### src/rtl/blpe_pkg.sv
// Package of constants, codes and control types shared by the binary panel block.
`timescale 1ns / 1ps
`default_nettype none

package blpe_pkg;

	// Widths of the item fields.
	localparam int CMD_W = 2;
	localparam int ROW_W = 8;
	localparam int COL_W = 10;
	localparam int LEN_W = 11;

	// The panel is stored as words of WORD_BITS columns of one row.
	localparam int WORD_BITS = 16;
	localparam int BIT_W = $clog2(WORD_BITS);
	localparam int WIDX_W = COL_W - BIT_W;

	localparam int ROW_COUNT_DEF = 256;
	localparam int COLUMN_COUNT_DEF = 1024;

	typedef enum logic [CMD_W-1:0] {
		CMD_WRITE  = 2'd0,
		CMD_EXTEND = 2'd1,
		CMD_WINDOW = 2'd2
	} cmd_t;

	typedef enum logic [2:0] {
		ST_CLEAR,
		ST_IDLE,
		ST_DECODE,
		ST_WRITE,
		ST_SCAN,
		ST_FINISH
	} state_t;

	// Commands from the controller to the datapath.
	typedef struct packed {
		logic clear_en;
		logic accept;
		logic wr_en;
		logic scan_en;
		logic load;
	} ctrl_cmd_t;

	// Status from the datapath to the controller.
	typedef struct packed {
		logic clear_last;
		cmd_t cmd;
		logic len_zero;
		logic scan_hit;
		logic out_free;
	} dp_stat_t;

endpackage

`default_nettype wire

### src/rtl/blpe_ctrl.sv
// Controller state machine of the binary panel block.
`timescale 1ns / 1ps
`default_nettype none

module blpe_ctrl (
	input  wire logic                  clk,
	input  wire logic                  arst_n,
	input  wire logic                  in_valid,
	output logic                       in_ready,
	input  wire blpe_pkg::dp_stat_t    stat,
	output blpe_pkg::ctrl_cmd_t        cmd
);
	import blpe_pkg::*;

	state_t state_q;
	state_t state_next;

	always_ff @(posedge clk or negedge arst_n) begin
		if (!arst_n) begin
			state_q <= ST_CLEAR;
		end else begin
			state_q <= state_next;
		end
	end

	always_comb begin
		state_next = state_q;
		case (state_q)
			ST_CLEAR: begin
				if (stat.clear_last) state_next = ST_IDLE;
			end
			ST_IDLE: begin
				if (in_valid) state_next = ST_DECODE;
			end
			ST_DECODE: begin
				case (stat.cmd)
					CMD_WRITE:  state_next = ST_WRITE;
					CMD_EXTEND: state_next = ST_SCAN;
					CMD_WINDOW: state_next = stat.len_zero ? ST_FINISH : ST_SCAN;
					default:    state_next = ST_FINISH;
				endcase
			end
			ST_WRITE: begin
				state_next = ST_FINISH;
			end
			ST_SCAN: begin
				if (stat.scan_hit) state_next = ST_FINISH;
			end
			ST_FINISH: begin
				if (stat.out_free) state_next = ST_IDLE;
			end
			default: state_next = ST_CLEAR;
		endcase
	end

	always_comb begin
		in_ready     = (state_q == ST_IDLE);
		cmd.clear_en = (state_q == ST_CLEAR);
		cmd.accept   = (state_q == ST_IDLE) && in_valid;
		cmd.wr_en    = (state_q == ST_WRITE);
		cmd.scan_en  = (state_q == ST_SCAN);
		cmd.load     = (state_q == ST_FINISH) && stat.out_free;
	end

endmodule

`default_nettype wire

### config.mk
export PLATFORM = sky130hd
export DESIGN_NAME = blpe_ctrl
export DESIGN_NICKNAME = d
export VERILOG_FILES = /design/src/rtl/blpe_pkg.sv /design/src/rtl/blpe_ctrl.sv
export SDC_FILE = /design/constraint.sdc
export NUM_CORES = 1
export LEC_CHECK = 0
export ABC_AREA = 1
export ABC_CLOCK_PERIOD_IN_PS = 1300
export BUFFER_PORTS_ARGS = -buffer_cell sky130_fd_sc_hd__buf_4
export CORE_AREA = 2 2 39 41
export CTS_CLUSTER_SIZE = 12
export DETAILED_ROUTE_END_ITERATION = 16
export DIE_AREA = 0 0 41 43
export PLACE_DENSITY = 0.54
export SYNTH_ARGS = -nofsm -noshare
export SYNTH_HDL_FRONTEND = slang
export SYNTH_SLANG_ARGS = --single-unit
### constraint.sdc
create_clock -name clk -period 1.3 [get_ports clk]
set_input_delay 0.26 -clock clk [delete_from_list [all_inputs] [get_ports clk]]
set_output_delay 0.26 -clock clk [all_outputs]
set_load 0.01 [all_outputs]
==> results.md <==
- Number of buffers added on ports: 14
- Final WL: slightly above 800 µm
- Status: finished with violations
- Clock sinks: 3
- Ant. Diodes: 0
- Req. time, crit path: between 1000 and 1500 ps
- Max-slew headroom: around three quarters
- Worst skew pair latency: 230 ps
- PnR Total Power: between 1 and 1.5 mW
- Worst setup SP type: register
- Initial antenna violation count: 0
- Setup violators final: 6
- Switching share of power: between 40% and 50%
- Worst VDD drop: 0.696 mV
- Tmin final: around 1300 ps
- Ys Warns: 0
- Most flops, register: state_q
- Vias post-DR: about 410
- Vias per inst: around 4.3
- Leakage: ~0.33 nW
- Die H: approximately 43 µm
- Seq cells post-synth: 3
- Area Overhead vs Synth: 78.3%
- Final net count: 89
- Reg2Reg Launch Point: state_q[1]$_DFFE_PN0P_
- Initial DRC count: 12
- Antenna-violating nets left: 0
- Vias in the first global route: 340
- Share of total power in the clock network: 15.5%
- Register area: approximately 76 µm²
- Largest net degree at the start of global routing: 8
- Die area: 0.00176 mm²
- Syn Nets: 62
- Worst hold path type: input port to async pin
- Mapped Cells: between 50 and 60
- R2r setup slk: 10 ps
- Reg-to-Reg End: state_q[0]$_DFFE_PN0P_
- Final-report hold violation count: 0
- Hpwl dp: about 600 µm
- WS Path Type: register to output port
- Max_cap viols: 0
- Die span in x: about 41 µm
- CORE AREA: 0.00138 mm²
- WL per Instance: ~8.5 µm
- Proportion of layout cells with a drive suffix above 1: between 30% and 40%
- First-pass GRT wire length: approximately 1300 µm
- Layout Cells excl Fill: between 90 and 100
- Worst Reg-to-Reg Cells: 8
- Worst Setup Slack, final: -41.7 ps
- Filler instances: approximately 160
- Placed Cells: 83
- Tightest Pin Transition: 385 ps
- Clk_skew: ~0.068 ps
- Crit-path max FO: 4
- Crit path DAT: between 1000 and 1500 ps
- Remaining global-route overflow: 0
- TritonCTS clock tree: done
- Final period util: 103%
- Switching Power: between 0.4 and 0.5 mW
- Clock slew at reported path FFs: about 40 ps
- Pwr Density: 2030 mW/mm²
- Multi-input logic area: ~170 µm²
- Seq pwr share: roughly 18%
- Mapped cell area: about 290 µm²
- Post-synthesis sequential area ratio: 26.1%
- Comb pwr share: roughly two thirds
- Routability cong.: between 0.7 and 0.8
- Internal power: roughly 0.59 mW
- Most frequent cells in the layout: buf_4 (21), nand2_1 (15), inv_1 (14), nand3_1 (7), nor2_1 (4)
- Root Buffer: clkbuf_4
- Failing checks: setup timing
- Crit end category: output port
- Max-slew violation count: 0
- Num CTS Buffers: 3
- Clock Path Buffers: 2
- RSZ-0062 raised after global routing: yes
- H-tree level count: 1
- DRT Pass-1 Iters: 4
- Largest register FFs: 3
- Row cnt: 14
- # IOs: 15
- Commonest non-fill, non-tap cell in the layout: buf_4
- Biggest regs: state_q (3)
- Initial core utilization: 20.8%
- Residual DRC: 0
- Total track usage: a little under an eighth
- Post-Syn Area per Cell: 5.43 µm²
- Synth unique cells: 12
- Max frequency: about 0.75 GHz
## layout make-up
type / count / area share [%]
clock buffers: 4 / 5.12
flip-flops and latches: 3 / 14.9
inverters: 15 / 11.0
well taps: 16 / 3.90
repair buffers: 22 / 32.7
multi-input cells: 35 / 32.4
## kinds of logic (layout without fill, tap and decap cells)
family,Yosys count,after routing,share of synthesized area (%)
buf+inv,15,41,19.6
compound gates,2,2,3.47
simple gates,33,33,50.9
flops,3,3,26.1
## critical path, cell delays in order (launching register included)
cell and delay, ps:
dfrtp_1 420, inv_1 110, nand3_1 100, nor2_1 100, buf_4 120
## what timing repair did
item,CTS,global route
hold endpoints to repair,3,0
buffers inserted,5,2
endpoints found under the setup margin,6,9
hold buffers,1,0
pin swaps,2,0
gates resized for setup,4,0
## per-layer routing
layer,share of wire (%),vias up,global-route usage [%]
met5,0,-,0
li1,-,210,-
met2,52,21,16.9
met1,37,177,13.3
met3,11,0,6.28
met4,0,0,4.00
## Yosys cell counts, drive strengths merged
cell / instances / area, µm²
a21oi: 1 / 5.00
nand2: 16 / 62.6
nand4: 1 / 6.26
nor2: 6 / 22.5
nand3: 8 / 40.0
inv: 15 / 56.3
o21ai: 1 / 5.00
nor3: 2 / 15.0
dfrtp: 3 / 75.1
## worst max path at each step
stage,from,end,slack (ps),cells after the start
global route,state_q[1]$_DFFE_PN0P_,cmd[0],-120,4
global placement,state_q[2]$_DFFE_PN0P_,state_q[2]$_DFFE_PN0P_,110,5
finish,state_q[1]$_DFFE_PN0P_,cmd[0],-40,4
floorplan,state_q[0]$_DFFE_PN0P_,state_q[2]$_DFFE_PN0P_,260,6
CTS,state_q[0]$_DFFE_PN0P_,cmd[3],-40,5
detailed placement,state_q[0]$_DFFE_PN0P_,cmd[1],90,4
## power groups by stage
stage | logic, mW | registers, mW | clock network, mW
3_5_place_dp | 0.512 | 0.186 | 0
4_1_cts | 0.641 | 0.185 | 0.171
3_3_place_gp | 0.509 | 0.185 | 0
5_1_grt | 0.785 | 0.192 | 0.190
6_report | 0.692 | 0.187 | 0.161
2_1_floorplan | 0.333 | 0.176 | 0
## per-stage QoR
stage / setup TNS, ps / util, % / instance area, µm² / hold slack [ps] / setup slack (ps)
final: -187 / 37.1 / 513 / 356 / -41.7
after CTS: -148 / 36.0 / 498 / 346 / -42.9
after detailed placement: 0 / 29.8 / 413 / 52.8 / 89.1
after floorplan: 0 / - / 288 / -35.6 / 255
after global routing: -797 / 37.1 / 513 / 336 / -120
after global placement: 0 / 29.8 / 413 / 51.5 / 113
No activity file was read; power rests on OpenSTA's default activity.
